[config.mk]
export PLATFORM = sky130hd
export DESIGN_NAME = sip_start_line_classifier
export DESIGN_NICKNAME = d
export VERILOG_FILES = /design/src/hw/rtl/sslc_pkg.sv /design/src/hw/rtl/sslc_match.sv /design/src/hw/rtl/sslc_status.sv /design/src/hw/rtl/sip_start_line_classifier.sv
export SDC_FILE = /design/constraint.sdc
export NUM_CORES = 1
export LEC_CHECK = 0
export BUFFER_PORTS_ARGS = -buffer_cell sky130_fd_sc_hd__buf_2
export CAP_MARGIN = 20
export CORE_UTILIZATION = 44
export DETAILED_ROUTE_END_ITERATION = 16
export GPL_ROUTABILITY_DRIVEN = 0
export MAX_ROUTING_LAYER = met4
export SYNTH_ARGS = -nofsm -noshare
export SYNTH_HDL_FRONTEND = slang
export SYNTH_SLANG_ARGS = --single-unit
[constraint.sdc]
create_clock -name i_clk -period 6.2 [get_ports i_clk]
set_clock_uncertainty 0.2 [all_clocks]
set_input_delay 0.62 -clock i_clk [delete_from_list [all_inputs] [get_ports i_clk]]
set_output_delay 0.62 -clock i_clk [all_outputs]
set_load 0.02 [all_outputs]
[src/hw/rtl/sslc_pkg.sv]
package sslc_pkg;

    // number of names: the response prefix then the fourteen methods
    localparam int NAME_COUNT  = 15;
    localparam int NAME_CHARS  = 9;
    localparam int PREFIX_LEN  = 7;
    localparam int POS_W       = 4;
    localparam int ID_W        = 4;
    localparam int MAG_W       = 15;
    localparam int STATUS_W    = 16;
    localparam logic [MAG_W-1:0] STATUS_MAX = 15'd32767;

    typedef enum logic [2:0] {
        PH_PREFIX = 3'd0,
        PH_SKIP   = 3'd1,
        PH_LEAD   = 3'd2,
        PH_DIGITS = 3'd3,
        PH_DONE   = 3'd4
    } t_phase;

    typedef enum logic [1:0] {
        KIND_REQUEST  = 2'd0,
        KIND_RESPONSE = 2'd1,
        KIND_UNKNOWN  = 2'd2
    } t_kind;

    // status parser state
    typedef struct packed {
        t_phase           phase;
        logic             neg;
        logic [MAG_W-1:0] mag;
    } t_num_state;

    // names left-justified, padded with spaces to nine characters
    localparam logic [8*NAME_CHARS-1:0] NAME_TAB [NAME_COUNT] = '{
        "SIP/2.0  ", "INVITE   ", "UPDATE   ", "BYE      ", "ACK      ",
        "CANCEL   ", "OPTIONS  ", "REGISTER ", "INFO     ", "PRACK    ",
        "MESSAGE  ", "SUBSCRIBE", "NOTIFY   ", "REFER    ", "PUBLISH  "
    };

    localparam logic [POS_W-1:0] NAME_LEN [NAME_COUNT] = '{
        4'd7, 4'd6, 4'd6, 4'd3, 4'd3, 4'd6, 4'd7, 4'd8,
        4'd4, 4'd5, 4'd7, 4'd9, 4'd6, 4'd5, 4'd7
    };

endpackage

[src/hw/rtl/sslc_match.sv]
module sslc_match (
    input  logic [7:0]                          i_byte,
    input  logic [sslc_pkg::POS_W-1:0]          i_pos,
    input  logic [sslc_pkg::POS_W-1:0]          i_after,
    input  logic                                i_active,
    input  logic [sslc_pkg::NAME_COUNT-1:0]     i_mask,
    output logic [sslc_pkg::NAME_COUNT-1:0]     o_mask,
    output logic                                o_prefix_hit,
    output logic                                o_resp,
    output logic [sslc_pkg::ID_W-1:0]           o_method_id
);

    logic [7:0] folded;

    // only ascii lower-case letters are folded
    always_comb begin
        if (i_byte inside {[8'h61:8'h7A]}) begin
            folded = i_byte - 8'h20;
        end else begin
            folded = i_byte;
        end
    end

    // drop every name whose character at this position differs
    always_comb begin
        o_mask = i_mask;
        if (i_active) begin
            for (int i = 0; i < sslc_pkg::NAME_COUNT; i++) begin
                if (i_pos < sslc_pkg::NAME_LEN[i] &&
                    sslc_pkg::NAME_TAB[i][8*sslc_pkg::NAME_CHARS-1-8*i_pos -: 8] != folded) begin
                    o_mask[i] = 1'b0;
                end
            end
        end
    end

    assign o_prefix_hit = i_active && (i_pos == 4'(sslc_pkg::PREFIX_LEN - 1)) && o_mask[0];
    assign o_resp       = o_mask[0] && (i_after >= 4'(sslc_pkg::PREFIX_LEN));

    // first surviving, fully seen method in table order
    always_comb begin
        o_method_id = '0;
        for (int i = sslc_pkg::NAME_COUNT - 1; i >= 1; i--) begin
            if (o_mask[i] && i_after >= sslc_pkg::NAME_LEN[i]) begin
                o_method_id = sslc_pkg::ID_W'(i);
            end
        end
    end

endmodule

[src/hw/rtl/sslc_status.sv]
module sslc_status (
    input  logic [7:0]           i_byte,
    input  logic                 i_prefix_hit,
    input  sslc_pkg::t_num_state i_state,
    output sslc_pkg::t_num_state o_state
);

    logic        is_digit;
    logic [3:0]  digit;
    logic [18:0] prod;
    logic [sslc_pkg::MAG_W-1:0] acc;

    assign is_digit = i_byte inside {[8'h30:8'h39]};
    assign digit    = i_byte[3:0];

    // magnitude times ten plus digit, saturated
    always_comb begin
        prod = ({4'd0, i_state.mag} << 3) + ({4'd0, i_state.mag} << 1) + {15'd0, digit};
        if (prod > {4'd0, sslc_pkg::STATUS_MAX}) begin
            acc = sslc_pkg::STATUS_MAX;
        end else begin
            acc = prod[sslc_pkg::MAG_W-1:0];
        end
    end

    always_comb begin
        o_state = i_state;
        case (i_state.phase)
            sslc_pkg::PH_PREFIX: begin
                if (i_prefix_hit) begin
                    o_state.phase = sslc_pkg::PH_SKIP;
                end
            end
            sslc_pkg::PH_SKIP: begin
                o_state.phase = sslc_pkg::PH_LEAD;
            end
            sslc_pkg::PH_LEAD: begin
                if (i_byte inside {8'h20, [8'h09:8'h0D]}) begin
                    o_state.phase = sslc_pkg::PH_LEAD;
                end else if (i_byte inside {8'h2B, 8'h2D}) begin
                    o_state.neg   = (i_byte == 8'h2D);
                    o_state.phase = sslc_pkg::PH_DIGITS;
                end else if (is_digit) begin
                    o_state.mag   = acc;
                    o_state.phase = sslc_pkg::PH_DIGITS;
                end else begin
                    o_state.phase = sslc_pkg::PH_DONE;
                end
            end
            sslc_pkg::PH_DIGITS: begin
                if (is_digit) begin
                    o_state.mag = acc;
                end else begin
                    o_state.phase = sslc_pkg::PH_DONE;
                end
            end
            default: begin
                o_state = i_state;
            end
        endcase
    end

endmodule

[src/hw/rtl/sip_start_line_classifier.sv]
// channel  | dir | tdata (low bit up)                      | tuser      | tlast
// s        | in  | data_byte[7:0]                          | -          | last_byte
// m        | out | method_id[3:0], status_code[19:4], pad  | line_kind  | -
//
// one item per cycle sustained unless a last item is held back by a full result
// register; an input item lands in the input register, and when it advances, name
// matching and status parsing run on it and a last item loads the result register
// reset (synchronous, i_rst_n low) clears both valid flags and the line state
// a full result register stalls the input only when a last item waits to leave
module sip_start_line_classifier (
    input  logic        i_clk,
    input  logic        i_rst_n,
    input  logic        i_s_tvalid,
    output logic        o_s_tready,
    input  logic [7:0]  i_s_tdata,   // data_byte[7:0]
    input  logic        i_s_tlast,   // last_byte
    output logic        o_m_tvalid,
    input  logic        i_m_tready,
    output logic [23:0] o_m_tdata,   // method_id[3:0], status_code[19:4], zero pad
    output logic [1:0]  o_m_tuser    // line_kind[1:0]
);

    // input register
    logic       r_in_vld;
    logic [7:0] r_in_byte;
    logic       r_in_last;

    // line state
    logic [sslc_pkg::POS_W-1:0]      r_pos;
    logic [sslc_pkg::NAME_COUNT-1:0] r_mask;
    sslc_pkg::t_num_state            r_num;

    // result register
    logic                            r_out_vld;
    sslc_pkg::t_kind                 r_out_kind;
    logic [sslc_pkg::ID_W-1:0]       r_out_id;
    logic [sslc_pkg::STATUS_W-1:0]   r_out_status;

    logic                            n_out_vld;
    sslc_pkg::t_kind                 n_out_kind;
    logic [sslc_pkg::ID_W-1:0]       n_out_id;
    logic [sslc_pkg::STATUS_W-1:0]   n_out_status;

    logic [sslc_pkg::POS_W-1:0]      n_pos;
    logic [sslc_pkg::NAME_COUNT-1:0] n_mask;
    sslc_pkg::t_num_state            n_num;

    logic                            s_accept;
    logic                            advance;
    logic                            prefix_hit;
    logic                            is_resp;
    logic [sslc_pkg::ID_W-1:0]       method_id;
    logic [sslc_pkg::STATUS_W-1:0]   mag_ext;

    // a non-last item never needs the result slot
    assign advance    = r_in_vld && (!r_in_last || !r_out_vld || i_m_tready);
    assign o_s_tready = !r_in_vld || advance;
    assign s_accept   = i_s_tvalid && o_s_tready;

    // position saturates at fifteen
    assign n_pos = (r_pos == '1) ? r_pos : r_pos + 1'b1;

    sslc_match u_match (
        .i_byte       (r_in_byte),
        .i_pos        (r_pos),
        .i_after      (n_pos),
        .i_active     (r_num.phase == sslc_pkg::PH_PREFIX),
        .i_mask       (r_mask),
        .o_mask       (n_mask),
        .o_prefix_hit (prefix_hit),
        .o_resp       (is_resp),
        .o_method_id  (method_id)
    );

    sslc_status u_status (
        .i_byte       (r_in_byte),
        .i_prefix_hit (prefix_hit),
        .i_state      (r_num),
        .o_state      (n_num)
    );

    assign mag_ext = {1'b0, n_num.mag};

    // classification of the line that ends with this item
    always_comb begin
        n_out_kind   = sslc_pkg::KIND_UNKNOWN;
        n_out_id     = '0;
        n_out_status = '0;
        if (is_resp) begin
            n_out_kind   = sslc_pkg::KIND_RESPONSE;
            n_out_status = n_num.neg ? (~mag_ext + 1'b1) : mag_ext;
        end else if (method_id != '0) begin
            n_out_kind = sslc_pkg::KIND_REQUEST;
            n_out_id   = method_id;
        end
    end

    always_comb begin
        if (advance && r_in_last) begin
            n_out_vld = 1'b1;
        end else if (i_m_tready) begin
            n_out_vld = 1'b0;
        end else begin
            n_out_vld = r_out_vld;
        end
    end

    always_ff @(posedge i_clk) begin
        if (!i_rst_n) begin
            r_in_vld <= 1'b0;
        end else if (s_accept) begin
            r_in_vld <= 1'b1;
        end else if (advance) begin
            r_in_vld <= 1'b0;
        end
    end

    always_ff @(posedge i_clk) begin
        if (s_accept) begin
            r_in_byte <= i_s_tdata;
            r_in_last <= i_s_tlast;
        end
    end

    // line state returns to its start values after the last item
    always_ff @(posedge i_clk) begin
        if (!i_rst_n) begin
            r_pos   <= '0;
            r_mask  <= '1;
            r_num   <= '{phase: sslc_pkg::PH_PREFIX, neg: 1'b0, mag: '0};
        end else if (advance) begin
            if (r_in_last) begin
                r_pos  <= '0;
                r_mask <= '1;
                r_num  <= '{phase: sslc_pkg::PH_PREFIX, neg: 1'b0, mag: '0};
            end else begin
                r_pos  <= n_pos;
                r_mask <= n_mask;
                r_num  <= n_num;
            end
        end
    end

    always_ff @(posedge i_clk) begin
        if (!i_rst_n) begin
            r_out_vld <= 1'b0;
        end else begin
            r_out_vld <= n_out_vld;
        end
    end

    always_ff @(posedge i_clk) begin
        if (advance && r_in_last) begin
            r_out_kind   <= n_out_kind;
            r_out_id     <= n_out_id;
            r_out_status <= n_out_status;
        end
    end

    assign o_m_tvalid = r_out_vld;
    assign o_m_tdata  = {4'd0, r_out_status, r_out_id};
    assign o_m_tuser  = r_out_kind;

endmodule
==> impl_metrics.tcl, run 1 <==
set metrics [dict create \
    status "finished clean" \
    htreeDepth 3 \
    tightest_slew_ns 1.00 \
    via_per_inst 6.35 \
    cts_hold_buffers 0 \
    routed_wl_mm 25.4 \
    p_clk_frac 0.423 \
    p_sw_mw 0.395 \
    antenna_found_initial 0 \
    reg2reg_setup_slack_ns 1.26 \
    tns_ns 0 \
    fin_nets 1067 \
    critPathArrivalTime_ns 4.83 \
    cts_root_buf "clkbuf_16" \
    nFillCells 1732 \
    io_buffers 36 \
    grt_max_degree 60 \
    drc 0 \
    leakagePower_nw 3.20 \
    cap_violations 0 \
    dp_hpwl_mm 18.6 \
    final-setup-viol-count 0 \
    drive_above_1_share 0.134 \
    dieArea_um2 18700 \
    floorplan.rows 48 \
    slew_viol_final 0 \
    post_cts_resized 0 \
    diodes 0 \
    regToRegEndpoint "r_out_status[6]" \
    wire_per_inst_um 20.4 \
    seqCellArea_um2 1740 \
    r2r_cells 17 \
    fmax_ghz 0.203 \
    critPathCaptureType "flop" \
    cts_buffers 9 \
    initial_core_util 0.457 \
    layout_commonest_cell "nor2_1" \
    ys_async_sr_fraction 0 \
    fin_crit_sh 0.796 \
    hp-start "r_mask[8]" \
    netlist_instances 1026 \
    cts_buffer_depth 2 \
    switching_share 0.288 \
    grt_pass1_wl_mm 40.5 \
    vdd_drop_max_mv 0.143 \
    io_pins 41 \
    yosysSeqAreaShare 0.217 \
    track_usage 0.291 \
    die_w_um 137 \
    rsz0062_at_grt "no" \
    fp.dieH_um 137 \
    p_seq_frac 0.374 \
    dpl_cell_area_um2 8190 \
    relSlewSlack 0.330 \
    cts_tree "done" \
    clk_latency_ns 0.34 \
    cp.required_ns 6.09 \
    syn_area_um2 7980 \
    firstDrtPassIters 5 \
    hold_viol_final 0 \
    power.internal_mw 0.977 \
    cts.sinks 71 \
    ys_dominant_reg_cell "dfxtp_1" \
    drt-initial-drc-count 945 \
    synth_seq_cells 71 \
    critical_path_class "reg -> reg" \
    multi_input_area_um2 5730 \
    comb_power_share 0.203 \
    clk_pin_slew_ns 0.06 \
    p_per_area_nw_per_um2 161 \
    vias 7919 \
    synth_edf_count 31 \
    syn_to_final_growth_pct 6.91 \
    synth.avg_cell_area_um2 7.78 \
    final_cell_mix "104 x nor2_1, 79 x nand2_1, 66 x a21oi_1" \
    grt_overflow 0 \
    start_kind "flop" \
    min_path_cells 2 \
    ys_types 115 \
    cts_setup_buffers 0 \
    stdcell_area_um2 8530 \
    grt_pass1_vias 7259 \
    coreArea_um2 17500 \
    hold_class "reg -> reg" \
    worst_hold_path.endpoint "r_mask[8]" \
    fin_crit_ns 4.94 \
    critPathMaxFanout 19 \
    yosysWarnings 0 \
    ant_nets 0 \
    rr_startpoint "r_in_byte[2]" \
]
[Yosys cell counts, types with 7 or more instances]
cell type	n	area share
nor2_1	105	0.049
nand2b_1	17	0.013
o31ai_1	13	0.012
nand3b_1	8	0.0075
o21ai_0	58	0.036
a21oi_1	66	0.041
nand2_1	79	0.037
dfxtp_1	40	0.10
nor3_1	43	0.027
nor4_1	10	0.0078
buf_4	17	0.016
and2_1	13	0.010
nor2b_1	29	0.023
inv_1	23	0.011
a21boi_0	8	0.0075
clkbuf_1	30	0.014
ha_1	35	0.055
nand3_1	23	0.014
xnor2_1	50	0.055
o21bai_1	8	0.0075
a211oi_1	15	0.014
o21ai_1	9	0.0056
edfxtp_1	31	0.12
o21a_1	9	0.0085
a31oi_1	17	0.013
a21o_1	9	0.0085
xor2_1	21	0.023
o211ai_1	15	0.014
a22oi_1	11	0.010
mux2i_1	7	0.0088
buf_2	25	0.016
[worst max-delay path: stages (launching register included)]
cell	delay [ns]
edfxtp_1	0.35
buf_4	0.23
ha_1	0.33
ha_1	0.25
fa_1	0.43
a211oi_1	0.34
nor3_1	0.12
o21a_1	0.23
o41ai_2	0.23
mux2_2	0.39
o21ba_4	0.28
a31oi_1	0.33
inv_1	0.12
ha_1	0.24
nor2b_1	0.15
a41oi_1	0.25
xor2_1	0.16
nor2_1	0.05
[layer usage]
metal	up-vias	global-route usage	wire length [um]	share of wire
met4	0	0.0765	529	0.021
met2	381	0.417	11000	0.43
met5	-	-	0	0
li1	3782	-	-	-
met1	3716	0.401	11700	0.46
met3	40	0.0722	2280	0.090
[how the worst max path moves through the flow]
stage,from,endpoint,slack (ns),cells after the start
2_1_floorplan,r_in_byte[3],r_out_status[6],1.47,19
3_3_place_gp,r_in_byte[2],r_out_status[6],1.40,17
3_5_place_dp,r_in_byte[2],r_out_status[6],1.32,17
4_1_cts,r_in_byte[2],r_out_status[6],1.30,17
5_1_grt,r_in_byte[2],r_out_status[12],0.93,16
6_report,r_in_byte[2],r_out_status[6],1.26,17
[cell families after synthesis]
logic type / after synthesis / synth area share
AND/OR/NAND/NOR: 391 / 0.260
AO/OA/AOI/OAI: 335 / 0.302
buffers and inverters: 108 / 0.0665
XOR/XNOR: 72 / 0.0799
flip-flops: 71 / 0.217
adder cells (fa/ha/maj): 38 / 0.0611
multiplexers: 10 / 0.0130
other: 1 / 0.000470
[area by class of cell]
| type | count | area share |
|---|---|---|
| inverters | 26 | 0.0114 |
| clock buffers | 12 | 0.0301 |
| multi-input cells | 850 | 0.672 |
| flip-flops and latches | 71 | 0.203 |
| clock inverters | 4 | 0.00894 |
| well taps | 225 | 0.0330 |
| repair buffers | 59 | 0.0413 |
[power by group through the flow]
stage               clock [mW]  sequential (mW)  combinational (mW)
floorplan                    0            0.521               0.206
global placement             0            0.523               0.269
detailed placement           0            0.523               0.269
CTS                      0.589            0.513               0.270
global route             0.607            0.515               0.301
finish                   0.581            0.513               0.279
[state kept, by name, summed over array words and instances (netlist names)]
register	count
r_num	19
r_out_status	16
r_mask	15
r_in_byte	8
r_out_id	4
r_pos	4
o_m_tuser	2
o_m_tvalid	1
r_in_last	1
r_in_vld	1
[metrics by stage]
stage / worst slack (ns) / util / power [mW] / hold WS, ns / cells
2_1_floorplan: 1.47 / - / 0.726 / 0.222 / 1029
3_3_place_gp: 1.40 / 0.469 / 0.792 / 0.237 / 1230
3_5_place_dp: 1.32 / 0.469 / 0.792 / 0.236 / 1230
4_1_cts: 1.30 / 0.488 / 1.37 / 0.238 / 1246
5_1_grt: 0.930 / 0.488 / 1.42 / 0.235 / 1247
6_report: 1.26 / 0.488 / 1.37 / 0.241 / 1247
(Power assumes the default switching activity.)
==> run 2: changes to the inputs <==
Clock period 6.2 ns to 4.5 ns, I/O delays scaled along.
==> run 2 against run 1 <==
Non-clock buffer count is 76 higher. Clock power is 17% higher. Highest routed layer unchanged. Register-to-register slack worse by 1.2 ns. Utilization is 4.6 points higher.
==> impl_metrics.tcl, run 2 (same netlist as run 1, synthesis figures left out) <==
set metrics [dict create \
    diodes 0 \
    io_buffers 36 \
    track_usage 0.299 \
    fin_crit_ns 4.39 \
    multi_input_area_um2 5970 \
    start_kind "flop" \
    relSlewSlack 0.374 \
    drive_above_1_share 0.219 \
    grt_overflow 0 \
    final_cell_mix "104 x nor2_1, 95 x buf_4, 79 x nand2_1" \
    p_total_mw 1.80 \
    vdd_drop_max_mv 0.203 \
    vias 8190 \
    status "finished clean" \
    layout_commonest_cell "nor2_1" \
    critPathCaptureType "flop" \
    nFillCells 1691 \
    cts_hold_buffers 0 \
    hp-start "i_s_tdata[0]" \
    via_per_inst 6.19 \
    fin_nets 1143 \
    drc 0 \
    largest_reg_flops 19 \
    fin_crit_sh 0.976 \
    grt_pass1_wl_mm 41.7 \
    cap_violations 0 \
    wire_per_inst_um 19.7 \
    fp.dieH_um 137 \
    cp.buffers_inverters 4 \
    crit_path_max_incr_delay_ns 0.55 \
    clk_latency_ns 0.35 \
    cts_buffers 9 \
    cts_buffer_depth 2 \
    dp_hpwl_mm 19.5 \
    grt_max_degree 60 \
    critPathArrivalTime_ns 4.29 \
    rsz0062_at_grt "yes" \
    fin_hold_ws_ns 0.0786 \
    cts.sinks 71 \
    cts_tree "done" \
    largestRegisters "r_num: 19 flops, r_out_status: 16 flops, r_mask: 15 flops" \
    place_ws_ns -0.0754 \
    grt_pass1_vias 7670 \
    cts_setup_buffers 0 \
    die_w_um 137 \
    crit_chain "inv_1 > fa_1 > inv_2 > fa_2 > a211oi_4 > nor3_2 > o21a_1 > o41ai_2 > mux2_2 > buf_4 > o21ba_4 > buf_6 > a31o_4 > o211ai_1 > o41ai_4 > xnor2_1 > nor2_1" \
    antenna_found_initial 0 \
    hold_viol_final 0 \
    tightest_slew_ns 0.935 \
    cp.required_ns 4.40 \
    rr_startpoint "r_num[0]" \
    crit_start "r_num[0]" \
    htreeDepth 3 \
    worst_path_dominant_cell_family "compound AO/OA/AOI/OAI gates" \
    final_core_util 0.534 \
    cts_root_buf "clkbuf_16" \
    seqCellArea_um2 1740 \
    critPathMaxFanout 6 \
    leakagePower_nw 3.61 \
    tns_ns 0 \
    initial_core_util 0.457 \
    drt-initial-drc-count 1096 \
    coreArea_um2 17500 \
    fmax_ghz 0.228 \
    slowest_stage "fa_1" \
    io_pins 41 \
    firstDrtPassIters 5 \
    routed_wl_mm 26.1 \
    fin_ws_ns 0.106 \
    syn_to_final_growth_pct 16.9 \
    top_register "r_num" \
    final-setup-viol-count 0 \
    p_per_area_nw_per_um2 193 \
    floorplan.rows 48 \
    ant_nets 0 \
    dieArea_um2 18700 \
    slew_viol_final 0 \
    hold_class "in -> reg" \
    critical_path_class "reg -> reg" \
    clk_pin_slew_ns 0.06 \
]
## run 2: cell count changes in the layout (fill, tap and decap cells not counted), sizes merged
cell	before	now
buf	59	135
clkinv	2	6
bufinv	2	0
clkbuf	12	11
inv	25	24
## run 2: timing repair
item / 4_1_cts / 5_1_grt
gates resized for setup: 3 / 37
endpoints found under the hold margin: 0 / 0
pin swaps: 0 / 14
setup endpoints to repair: 2 / 14
## run 2: area by class of cell
class / instances / area share
clock buffer: 11 / 0.0260
clock inverter: 5 / 0.00362
inverter: 26 / 0.0105
multi-input combinational: 850 / 0.640
sequential: 71 / 0.186
tap: 225 / 0.0302
timing repair buffer: 135 / 0.104
## run 2: path summary, 6_finish.rpt
path / endpoint / slack, ns / cells past startpoint
setup reg to reg: r_out_status[14] / 0.11 / 17
setup / recovery: r_out_status[14] / 0.11 / 17
hold / removal: r_in_byte[0] / 0.08 / 1
hold reg to reg: r_mask[8] / 0.25 / 2
## run 2: worst reg2reg max path, delay by kind of cell (launching register included)
family	cells	cell delay [ns]
adder cells (fa/ha/maj)	2	0.93
AO/OA/AOI/OAI	7	1.55
AND/OR/NAND/NOR	2	0.14
multiplexers	1	0.38
flip-flops	1	0.33
buffers and inverters	4	0.40
XOR/XNOR	1	0.23
## run 2: layer usage
metal | vias up | GRT usage | part of all wire
li1 | 3964 | - | -
met1 | 3760 | 0.401 | 0.45
met2 | 415 | 0.440 | 0.43
met3 | 51 | 0.0752 | 0.091
met4 | 0 | 0.0846 | 0.024
met5 | - | - | 0
## run 2: report_power, final
group | switching [mW] | leakage (nW) | internal [mW] | total [mW]
Sequential | 0.0129 | 0.626 | 0.691 | 0.704
Combinational | 0.256 | 2.85 | 0.165 | 0.421
Clock | 0.292 | 0.133 | 0.387 | 0.679
## run 2: stage by stage
| step | std cells | cell area [um^2] |
|---|---|---|
| after floorplan | 1029 | 8020 |
| after global placement | 1306 | 8820 |
| after detailed placement | 1306 | 8820 |
| after CTS | 1322 | 9110 |
| after global routing | 1323 | 9340 |
| final | 1323 | 9340 |
